==> src/hdl/event_timing_statistics_table_assert.svh <==
// assertion macros for the event timing statistics table
// included by modules that carry concurrent checks, no other dependencies
`ifndef EVENT_TIMING_STATISTICS_TABLE_ASSERT_SVH
`define EVENT_TIMING_STATISTICS_TABLE_ASSERT_SVH

`ifndef SYNTHESIS

// same-cycle implication
`define ETST_ASSERT_IMP(label, clk, rst, ante, cons) \
  label: assert property (@(posedge clk) disable iff (rst) (ante) |-> (cons)) \
    else $error("etst check failed");

// next-cycle implication
`define ETST_ASSERT_NXT(label, clk, rst, ante, cons) \
  label: assert property (@(posedge clk) disable iff (rst) (ante) |=> (cons)) \
    else $error("etst check failed");

`else

`define ETST_ASSERT_IMP(label, clk, rst, ante, cons)
`define ETST_ASSERT_NXT(label, clk, rst, ante, cons)

`endif

`endif

==> src/hdl/etst_pkg.sv <==
// shared types, constants and reset value for the event timing statistics table
// no dependencies
package etst_pkg;

  localparam int SLOT_COUNT_DEF = 256;
  localparam int TIME_BITS_DEF  = 64;
  localparam int SLOT_BITS      = 8;
  localparam int STAT_BITS      = 64;
  localparam int COUNT_BITS     = 32;
  localparam int HALF_BITS      = 32;
  localparam int QUEUE_DEPTH    = 2;

  localparam logic [COUNT_BITS-1:0] COUNT_MAX = '1;

  typedef struct packed {
    logic [SLOT_BITS-1:0] slot_index;
    logic [STAT_BITS-1:0] parent_start_time;
    logic [STAT_BITS-1:0] begin_time;
    logic [STAT_BITS-1:0] end_time;
  } item_t;

  typedef struct packed {
    logic [COUNT_BITS-1:0] count_out;
    logic [STAT_BITS-1:0]  duration_sum_out;
    logic [STAT_BITS-1:0]  duration_square_sum_out;
    logic [STAT_BITS-1:0]  duration_min_out;
    logic [STAT_BITS-1:0]  duration_max_out;
    logic [STAT_BITS-1:0]  offset_sum_out;
    logic [STAT_BITS-1:0]  offset_square_sum_out;
    logic [STAT_BITS-1:0]  offset_min_out;
    logic [STAT_BITS-1:0]  offset_max_out;
  } stats_t;

  // classified beat passed from front to back
  typedef struct packed {
    logic [SLOT_BITS-1:0] slot_index;
    logic [STAT_BITS-1:0] offset;
    logic [STAT_BITS-1:0] duration;
  } work_t;

  function automatic stats_t stats_reset();
    stats_t r;
    r = '0;
    r.duration_min_out = '1;
    r.offset_min_out   = '1;
    return r;
  endfunction

endpackage

==> src/hdl/etst_queue.sv <==
// short queue between front and back end
// depends on etst_pkg
module etst_queue import etst_pkg::*; (
  input  logic  clk,
  input  logic  rst,
  input  work_t push_data,
  input  logic  push_valid,
  output logic  push_stall,
  output work_t pop_data,
  output logic  pop_valid,
  input  logic  pop_stall
);

  localparam int PTR_BITS = (QUEUE_DEPTH > 1) ? $clog2(QUEUE_DEPTH) : 1;
  localparam int CNT_BITS = $clog2(QUEUE_DEPTH + 1);
  localparam logic [PTR_BITS-1:0] PTR_LAST = PTR_BITS'(QUEUE_DEPTH - 1);
  localparam logic [CNT_BITS-1:0] CNT_FULL = CNT_BITS'(QUEUE_DEPTH);

  work_t               entries [QUEUE_DEPTH];
  logic [PTR_BITS-1:0] wr_ptr;
  logic [PTR_BITS-1:0] rd_ptr;
  logic [CNT_BITS-1:0] count;
  logic                push;
  logic                pop;

  assign push_stall = (count == CNT_FULL);
  assign pop_valid  = (count != '0);
  assign push       = push_valid && !push_stall;
  assign pop        = pop_valid && !pop_stall;
  assign pop_data   = entries[rd_ptr];

  always_ff @(posedge clk) begin
    if (rst) begin
      wr_ptr <= '0;
      rd_ptr <= '0;
      count  <= '0;
    end else begin
      if (push) begin
        wr_ptr <= (wr_ptr == PTR_LAST) ? '0 : wr_ptr + PTR_BITS'(1);
      end
      if (pop) begin
        rd_ptr <= (rd_ptr == PTR_LAST) ? '0 : rd_ptr + PTR_BITS'(1);
      end
      if (push && !pop) begin
        count <= count + CNT_BITS'(1);
      end else if (pop && !push) begin
        count <= count - CNT_BITS'(1);
      end
    end
  end

  always_ff @(posedge clk) begin
    if (push) begin
      entries[wr_ptr] <= push_data;
    end
  end

endmodule

==> config.mk <==
export PLATFORM = sky130hd
export DESIGN_NAME = etst_queue
export DESIGN_NICKNAME = d
export VERILOG_FILES = /design/src/hdl/event_timing_statistics_table_assert.svh /design/src/hdl/etst_pkg.sv /design/src/hdl/etst_queue.sv
export SDC_FILE = /design/constraint.sdc
export NUM_CORES = 1
export LEC_CHECK = 0
export ABC_AREA = 1
export BUFFER_PORTS_ARGS = -buffer_cell sky130_fd_sc_hd__buf_2
export CAP_MARGIN = 10
export CORE_MARGIN = 4
export CORE_UTILIZATION = 56
export DETAILED_ROUTE_END_ITERATION = 7
export MAX_ROUTING_LAYER = met4
export PLACE_DENSITY = 0.84
export SYNTH_ARGS = -nofsm -noshare
export SYNTH_HDL_FRONTEND = slang
export SYNTH_SLANG_ARGS = --single-unit
==> constraint.sdc <==
create_clock -name clk -period 14.45 [get_ports clk]
set_input_delay 0.7225 -clock clk [delete_from_list [all_inputs] [get_ports clk]]
set_output_delay 0.7225 -clock clk [all_outputs]
set_load 0.1 [all_outputs]
==> qor.yml <==
cts-root-buf: "clkbuf_16"
p_int_mw: 1.68
finalSetupViolCount: 0
end_kind: "output pin"
hold_slack_ns: 0.379
ys_warn_count: 0
final_core_utilization_pct: 71.2
power.density_nw_per_um2: 237
ant_nets: 0
required_ns: 13.73
p_sw_share_pct: 44.4
regToRegSetupSlack_ns: 12.20
grt_use_total_pct: 19.8
first_global_vias: 5688
cts_hold_buf: 0
cpMaxStageDelayCell: "buf_4"
place.gp.congestion: 0.808
cts.sinks: 277
gr-total-overflow: 0
syn-instance-count: 461
ys_ff_latch: 277
synth_seq_area_share_pct: 81.0
pin_count: 278
synth_cell_type_count: 14
worstSetupPathType: "register to output pin"
rsz0062_at_grt: "no"
drt_iter0_markers: 301
drc: 0
antenna_found_initial: 3
synth_area_um2: 10200
nets: 900
seqCellArea_um2: 8270
power_frac_seq_pct: 35.2
finalPower_mw: 3.03
synth_top_area_share_pct: 80.0
layout-drive-gt1-share_pct: 60.2
p_leak_nw: 4.91
start_util_pct: 56.8
grt_max_degree: 87
min_from: "push_data[27]"
cp_max_fo: 73
dr.pass1.iters: 4
p_comb_share_pct: 41.0
cts_buffers: 29
die_height_um: 143
fp-row-count: 49
post_cts_resized: 0
grt_pass1_wl_um: 30300
clk_pin_slew_ns: 0.06
skew_ns: 0.0184
hp-class: "input pin to register"
cp_cell_sequence: "buf_4 -> mux2_2 -> buf_2"
core_um2: 18000
p_switching_mw: 1.34
period_needed_ns: 3.95
reg2reg_depth: 4
synth.area.top_cells: "edfxtp_1 80%, mux2_2 11%, mux2_4 5.9%"
final_cell_area_um2: 12800
die_area_um2: 20400
tritoncts: "yes"
fmax_mhz: 253
synth_nets: 602
cts_buffer_depth: 3
dp_hpwl_um: 13600
clkPwrFrac_pct: 23.8
regToRegStartpoint: "count[1]"
wl_per_cell_um: 20.0
htree_levels: 1
via_per_inst: 5.24
fill_cells: 1117
drv_cap: 0
wl_um: 20300
maxSlewHeadroom_pct: 22.9
critPathMaxStageDelay_ns: 0.96
postSynthAreaPerCell_um2: 22.1
slew_violations: 0
fin_setup_tns_ns: 0
io_buffer_count: 277
yosys.area.top_type: "edfxtp_1"
place_area_um2: 11800
finalCritPeriodShare_pct: 27.3
multi_input_area_um2: 1810
holdPathStages: 1
tightest_slew_ns: 1.16
hold_end: "entries[0][27]"
start_kind: "register"
syn_to_final_growth_pct: 25.2
die_w_um: 143
clkLatencyLatePin_ns: 0.53
num_vias: 5307
r2r-end: "entries[0][83]"
crit_arrival_ns: 3.23
cts_setup_buffers: 0
run_status: "completed"
vdd_ir_drop_max_uv: 183
hold_viol: 0
==> layout by cell type, fill, tap and decap left out, types with 2 or more instances in the layout <==
cell,synthesis,routed
inv_1,9,9
dfxtp_1,5,4
a21oi_1,2,2
edfxtp_1,272,272
nand3_1,2,2
mux2_2,96,96
diode_2,0,3
clkbuf_16,0,29
buf_2,9,277
nor2_1,8,6
bufinv_16,0,4
buf_4,0,5
clkinv_1,0,3
mux2_4,40,40
nand2_1,7,7
clkinv_2,0,13
nor2_4,0,2
o21ai_0,3,3
==> worst max-delay path, delay by kind of cell (launching register included) <==
kind / cells / cell delay, ns
DFF: 1 / 0.89
buffers and inverters: 2 / 1.39
muxes: 1 / 0.32
==> cells in the mapped netlist (all sizes together) <==
cell and count:
o21ai 3, nand3 2, ha 1, a21oi 2
inv 9, dfxtp 5, nor2 8, mux2 136
edfxtp 272, nand2 7, nand4 1, buf 15
==> how the worst max path moves through the flow <==
stage                          start       endpoint  depth (start not counted)  slack (ns)
after floorplan           push_valid  entries[0][0]                          2        7.29
after global placement      register   pop_data[61]                          3       11.05
after detailed placement    register   pop_data[55]                          3       10.98
after CTS                   register   pop_data[62]                          3       10.43
after global routing        register   pop_data[55]                          3       10.28
final                       register   pop_data[55]                          3       10.50
==> logic make-up after synthesis <==
| logic type | after synthesis | share of synthesized area, % |
|---|---|---|
| buffers and inverters | 24 | 1.43 |
| flip-flops | 277 | 81.0 |
| AO/OA/AOI/OAI | 5 | 0.245 |
| adder cells (fa/ha/maj) | 1 | 0.123 |
| multiplexers | 136 | 16.5 |
| AND/OR/NAND/NOR | 18 | 0.711 |
==> registers in the layout (all words and copies together), names as in the netlist, named ones only <==
signal and flops:
count 2, entries 272, rd_ptr 1, wr_ptr 1
==> area by class of cell <==
class	count	area share (%)
Antenna cell	3	0.0587
Clock buffer	30	5.71
Clock inverter	23	1.73
Inverter	9	0.264
Multi-Input combinational cell	160	14.1
Sequential cell	277	64.7
Tap cell	229	2.24
Timing Repair Buffer	282	11.1
==> per-layer routing <==
layer / global-route usage [%] / wire, µm
met1: 23.9 / 7630
met2: 34.4 / 10600
met3: 3.88 / 1650
met4: 5.10 / 376
met5: - / 0
==> power groups by stage <==
stage               clock (mW)  combinational (mW)  sequential, mW
CTS                      0.734                1.25            1.07
floorplan                    0                1.10            1.08
global placement             0                1.23            1.07
finish                   0.720                1.24            1.07
global route             0.773                1.28            1.08
detailed placement           0                1.24            1.08
==> stage by stage <==
| stage | setup WS [ns] | instances |
|---|---|---|
| 2_1_floorplan | 7.29 | 461 |
| 3_3_place_gp | 11.05 | 957 |
| 3_5_place_dp | 10.98 | 957 |
| 4_1_cts | 10.43 | 1010 |
| 5_1_grt | 10.28 | 1013 |
| 6_report | 10.50 | 1013 |
(Power assumes the default switching activity.)
