## config.mk

```make
export PLATFORM = sky130hd
export DESIGN_NAME = etst_front
export DESIGN_NICKNAME = d
export VERILOG_FILES = /design/src/hdl/event_timing_statistics_table_assert.svh /design/src/hdl/etst_pkg.sv /design/src/hdl/etst_front.sv
export SDC_FILE = /design/constraint.sdc
export NUM_CORES = 1
export LEC_CHECK = 0
export ABC_CLOCK_PERIOD_IN_PS = 4750
export BUFFER_PORTS_ARGS = -buffer_cell sky130_fd_sc_hd__buf_2
export CORE_MARGIN = 2
export CORE_UTILIZATION = 46
export CTS_CLUSTER_DIAMETER = 40
export DETAILED_ROUTE_END_ITERATION = 7
export GPL_ROUTABILITY_DRIVEN = 0
export PLACE_DENSITY = 0.72
export SLEW_MARGIN = 40
export SYNTH_ARGS = -nofsm -noshare
export SYNTH_HDL_FRONTEND = slang
export SYNTH_SLANG_ARGS = --single-unit
export TNS_END_PERCENT = 1
```

## constraint.sdc

```tcl
create_clock -name clk -period 4.75 [get_ports clk]
set_input_delay 0.475 -clock clk [delete_from_list [all_inputs] [get_ports clk]]
set_output_delay 0.475 -clock clk [all_outputs]
set_load 0.03 [all_outputs]
```

## src/hdl/event_timing_statistics_table_assert.svh

```systemverilog
// assertion macros for the event timing statistics table
// included by modules that carry concurrent checks, no other dependencies
`ifndef EVENT_TIMING_STATISTICS_TABLE_ASSERT_SVH
`define EVENT_TIMING_STATISTICS_TABLE_ASSERT_SVH

`ifndef SYNTHESIS

// same-cycle implication
`define ETST_ASSERT_IMP(label, clk, rst, ante, cons) \
  label: assert property (@(posedge clk) disable iff (rst) (ante) |-> (cons)) \
    else $error("etst check failed");

// next-cycle implication
`define ETST_ASSERT_NXT(label, clk, rst, ante, cons) \
  label: assert property (@(posedge clk) disable iff (rst) (ante) |=> (cons)) \
    else $error("etst check failed");

`else

`define ETST_ASSERT_IMP(label, clk, rst, ante, cons)
`define ETST_ASSERT_NXT(label, clk, rst, ante, cons)

`endif

`endif

```

## src/hdl/etst_pkg.sv

```systemverilog
// shared types, constants and reset value for the event timing statistics table
// no dependencies
package etst_pkg;

  localparam int SLOT_COUNT_DEF = 256;
  localparam int TIME_BITS_DEF  = 64;
  localparam int SLOT_BITS      = 8;
  localparam int STAT_BITS      = 64;
  localparam int COUNT_BITS     = 32;
  localparam int HALF_BITS      = 32;
  localparam int QUEUE_DEPTH    = 2;

  localparam logic [COUNT_BITS-1:0] COUNT_MAX = '1;

  typedef struct packed {
    logic [SLOT_BITS-1:0] slot_index;
    logic [STAT_BITS-1:0] parent_start_time;
    logic [STAT_BITS-1:0] begin_time;
    logic [STAT_BITS-1:0] end_time;
  } item_t;

  typedef struct packed {
    logic [COUNT_BITS-1:0] count_out;
    logic [STAT_BITS-1:0]  duration_sum_out;
    logic [STAT_BITS-1:0]  duration_square_sum_out;
    logic [STAT_BITS-1:0]  duration_min_out;
    logic [STAT_BITS-1:0]  duration_max_out;
    logic [STAT_BITS-1:0]  offset_sum_out;
    logic [STAT_BITS-1:0]  offset_square_sum_out;
    logic [STAT_BITS-1:0]  offset_min_out;
    logic [STAT_BITS-1:0]  offset_max_out;
  } stats_t;

  // classified beat passed from front to back
  typedef struct packed {
    logic [SLOT_BITS-1:0] slot_index;
    logic [STAT_BITS-1:0] offset;
    logic [STAT_BITS-1:0] duration;
  } work_t;

  function automatic stats_t stats_reset();
    stats_t r;
    r = '0;
    r.duration_min_out = '1;
    r.offset_min_out   = '1;
    return r;
  endfunction

endpackage

```

## src/hdl/etst_front.sv

```systemverilog
// front end: accepts input beats, wraps the slot and forms offset and duration
// depends on etst_pkg
module etst_front import etst_pkg::*; #(
  parameter int SLOT_COUNT = SLOT_COUNT_DEF,
  parameter int TIME_BITS  = TIME_BITS_DEF
) (
  input  logic  clk,
  input  logic  rst,
  input  item_t item,
  input  logic  item_valid,
  output logic  item_stall,
  input  logic  clearing,
  output work_t work,
  output logic  work_valid,
  input  logic  work_stall
);

  localparam int LUT_SIZE = 1 << SLOT_BITS;

  logic [SLOT_BITS-1:0] slot_lut [LUT_SIZE];
  logic [TIME_BITS-1:0] offset_w;
  logic [TIME_BITS-1:0] duration_w;
  logic                 accept;

  for (genvar g = 0; g < LUT_SIZE; g++) begin : g_slot_lut
    assign slot_lut[g] = SLOT_BITS'(g % SLOT_COUNT);
  end

  assign offset_w   = item.begin_time[TIME_BITS-1:0] - item.parent_start_time[TIME_BITS-1:0];
  assign duration_w = item.end_time[TIME_BITS-1:0] - item.begin_time[TIME_BITS-1:0];

  assign item_stall = clearing || (work_valid && work_stall);
  assign accept     = item_valid && !item_stall;

  always_ff @(posedge clk) begin
    if (rst) begin
      work_valid <= 1'b0;
    end else if (accept) begin
      work_valid <= 1'b1;
    end else if (!work_stall) begin
      work_valid <= 1'b0;
    end
  end

  always_ff @(posedge clk) begin
    if (accept) begin
      work.slot_index <= slot_lut[item.slot_index];
      work.offset     <= STAT_BITS'(offset_w);
      work.duration   <= STAT_BITS'(duration_w);
    end
  end

endmodule

```

==> run metrics <==
final setup violation count=0; register area=4100 um2; Clock power frac=33.0%; Max Slew Vio Count=0; number of fillers in the final layout=2404; area of the multi-input gates=7080 um2; maximum clock rate=281 MHz; hold_buf cts=0; flops & latches, synth=137; Die Area=27400 um2; Vias=11439; register share of total power=32.9%; clk root buf=clkbuf_16; area grow syn2layout=21.8%; Setup Fix Bufs, Post-CTS=0; ratio of cells with drive above 1 in the final layout=23.6%; combinational fraction of design power=34.2%; Final #Nets=2012; CTS tree=done; max cap viols=0; GRT Residual Overflow=0; vias in the first global route=10958; port bufs=342; setup TNS=0 ps; Net Sw Frac=33.9%; crit path max fanout=8; post-route ant nets=0; Post-synth top flop=edfxtp_1; yosys warns=0; Startpoint Class=primary input; DIE HEIGHT=166 um; worst path arrival time=3750 ps; largest net degree at the start of global routing=60; worst vdd ir=0.230 mV; post-CTS sizing=0; final hold vios=0; Core Util, Final=56.7%; Critical Path End Type=register; synthesized cell area=12000 um2; drt pass-1 iters=5; Syn Nets=1693; clk sinks=137; Seq/Total Area, Yosys=34.1%; worst hold path class=in -> reg; critical path type=in -> reg; asr flop ratio synth=0%; first-pass GRT wire length=56300 um; initial detailed-routing violation count=977; outcome=finished clean; worst clock skew=13.7 ps; RSZ-0062 raised after global routing=false; Initial Utilization=46.5%; Required @ worst endpoint=4940 ps; Inserted Clock Buffers=17; clock-pin slew on the worst setup and hold paths=70 ps; number of flops mapped to enable cells by yosys=136; Final period util=74.9%; Static Leak=6.88 nW; gr usage total=25.4%; final worst path period need=3560 ps; clk buf depth=2; max_slew headroom=46.3%; syn avg cell area=8.84 um2; chip width=166 um; antenna violations before repair=7; PwrDens=316 nW/um2; Clk Latency, worst-skew pair=430 ps; Row Count=59; vias per cell=5.63; post-synthesis cell count=1360; Int Pwr=3.06 mW; Placeable Area=25800 um2; WL per Instance=17.6 um; Final HPWL DP=28800 um; Least-Margin Pin Slew=799 ps; Psw=1.57 mW; Netlist cell types=82; total wire length=35700 um; Ports=343; DRC=0; H-tree depth=4
layer usage:
| metal | up-vias | GRT usage [%] | routed length [um] |
|---|---|---|---|
| met1 | 5209 | 35.7 | 16000 |
| met2 | 580 | 38.8 | 15500 |
| li1 | 5542 | - | - |
| met3 | 104 | 4.04 | 2620 |
| met4 | 4 | 11.1 | 1510 |
| met5 | - | 0 | 27 |
state kept, by name, indices dropped and copies added (netlist names):
name and flops:
work_valid 1, work 136
cell usage after synthesis (3+ instances only):
| cell | instances | share of area (%) |
|---|---|---|
| a211oi_1 | 5 | 0.31 |
| a21boi_0 | 5 | 0.31 |
| a21o_1 | 51 | 3.2 |
| a21oi_1 | 153 | 6.4 |
| a221oi_1 | 10 | 0.73 |
| a311oi_1 | 3 | 0.22 |
| a31o_2 | 3 | 0.22 |
| a31oi_1 | 11 | 0.57 |
| and2_1 | 15 | 0.78 |
| and3_1 | 10 | 0.52 |
| and4_1 | 3 | 0.22 |
| buf_2 | 4 | 0.17 |
| clkbuf_1 | 31 | 0.97 |
| edfxtp_1 | 136 | 34 |
| ha_1 | 126 | 13 |
| inv_1 | 163 | 5.1 |
| nand2_1 | 109 | 3.4 |
| nand2b_1 | 14 | 0.73 |
| nand3_1 | 23 | 0.96 |
| nand4_1 | 34 | 1.8 |
| nor2_1 | 69 | 2.2 |
| nor2b_1 | 14 | 0.73 |
| nor3_1 | 19 | 0.79 |
| nor4_1 | 4 | 0.21 |
| o211ai_1 | 17 | 1.1 |
| o21a_1 | 22 | 1.4 |
| o21ai_0 | 72 | 3.0 |
| o21ai_1 | 5 | 0.21 |
| o21bai_1 | 27 | 1.7 |
| o221ai_1 | 4 | 0.29 |
| o31a_1 | 3 | 0.22 |
| o31ai_1 | 6 | 0.37 |
| or3_1 | 4 | 0.21 |
| xnor2_1 | 75 | 5.5 |
| xor2_1 | 47 | 3.4 |
cell families (layout without fill, tap and decap cells):
| logic type | count (synthesis) | in the layout | synth area share [%] |
|---|---|---|---|
| buffers and inverters | 209 | 540 | 7.00 |
| other | 0 | 6 | 0 |
| AOI/OAI and AO/OA | 431 | 431 | 23.0 |
| xor gates and xnor gates | 122 | 122 | 8.89 |
| and+or+nand+nor | 333 | 333 | 13.5 |
| adders and majority gates | 128 | 128 | 13.4 |
| DFF | 137 | 137 | 34.1 |
power by group through the flow:
stage          combinational (mW)  clock [mW]  sequential (mW)
2_1_floorplan               0.914           0             1.76
3_3_place_gp                 1.54           0             1.55
3_5_place_dp                 1.55           0             1.55
4_1_cts                      1.56        1.56             1.52
5_1_grt                      1.72        1.60             1.53
6_report                     1.58        1.53             1.52
worst paths after layout:
kind,start,end,slack (ps),depth (start not counted)
max reg2reg,work_valid,work[21],2930,3
min reg2reg,work_valid,work_valid,510,2
max,item[129],work[123],1190,13
min,rst,work_valid,220,2
critical path: stages:
cell,delay (ps)
buf_2,110
inv_1,50
ha_1,250
nor2b_1,180
o31a_1,210
o211ai_1,180
o31ai_1,700
a31oi_2,290
o21ai_2,380
a21oi_4,160
a211oi_1,420
o211ai_1,150
and3b_1,190
stage by stage:
| step | setup WS (ps) | hold slack (ps) | total power [mW] | std cells | instance area [um2] |
|---|---|---|---|---|---|
| 6_report | 1190 | 219 | 4.63 | 2032 | 14600 |
| 5_1_grt | 1060 | 204 | 4.86 | 2031 | 14600 |
| 4_1_cts | 1270 | 201 | 4.64 | 2025 | 14600 |
| 3_5_place_dp | 841 | 507 | 3.09 | 1994 | 13900 |
| 3_3_place_gp | 896 | 489 | 3.08 | 1994 | 13900 |
| 2_1_floorplan | 430 | 547 | 2.67 | 1360 | 12000 |
layout make-up:
| cell class | instances | area share [%] |
|---|---|---|
| diodes | 6 | 0.103 |
| clock buffers | 18 | 2.93 |
| clock inverters | 13 | 1.55 |
| inverters | 163 | 4.18 |
| multi-input cells | 1014 | 48.4 |
| flip-flops and latches | 137 | 28.0 |
| well taps | 335 | 2.86 |
| repair buffers | 346 | 12.0 |
placed cells by master (no fill, tap or decap), types with 3 or more instances in the layout:
cell type,Yosys,final
inv_1,163,163
a21oi_1,153,153
nor4_1,4,4
a31oi_1,11,11
nor2b_1,14,14
o21a_1,22,22
ha_1,126,126
nand3_1,23,23
o21bai_1,27,27
and4_1,3,3
o21ai_1,5,5
bufinv_16,0,6
nand2_1,109,109
a31o_2,3,3
o211ai_1,17,17
clkbuf_16,0,17
and2_1,15,14
nor3_1,19,19
and3_1,10,10
xor2_1,47,47
buf_2,4,342
or3_1,4,4
nor2_1,69,69
a21boi_0,5,5
diode_2,0,6
xnor2_1,75,75
a221oi_1,10,10
edfxtp_1,136,136
clkinv_4,0,3
o221ai_1,4,4
nand4_1,34,34
a211oi_1,5,5
o21ai_0,72,72
nand2b_1,14,14
o31ai_1,6,6
a311oi_1,3,3
o31a_1,3,3
buf_4,2,3
a21o_1,51,51
(Power assumes the default switching activity.)
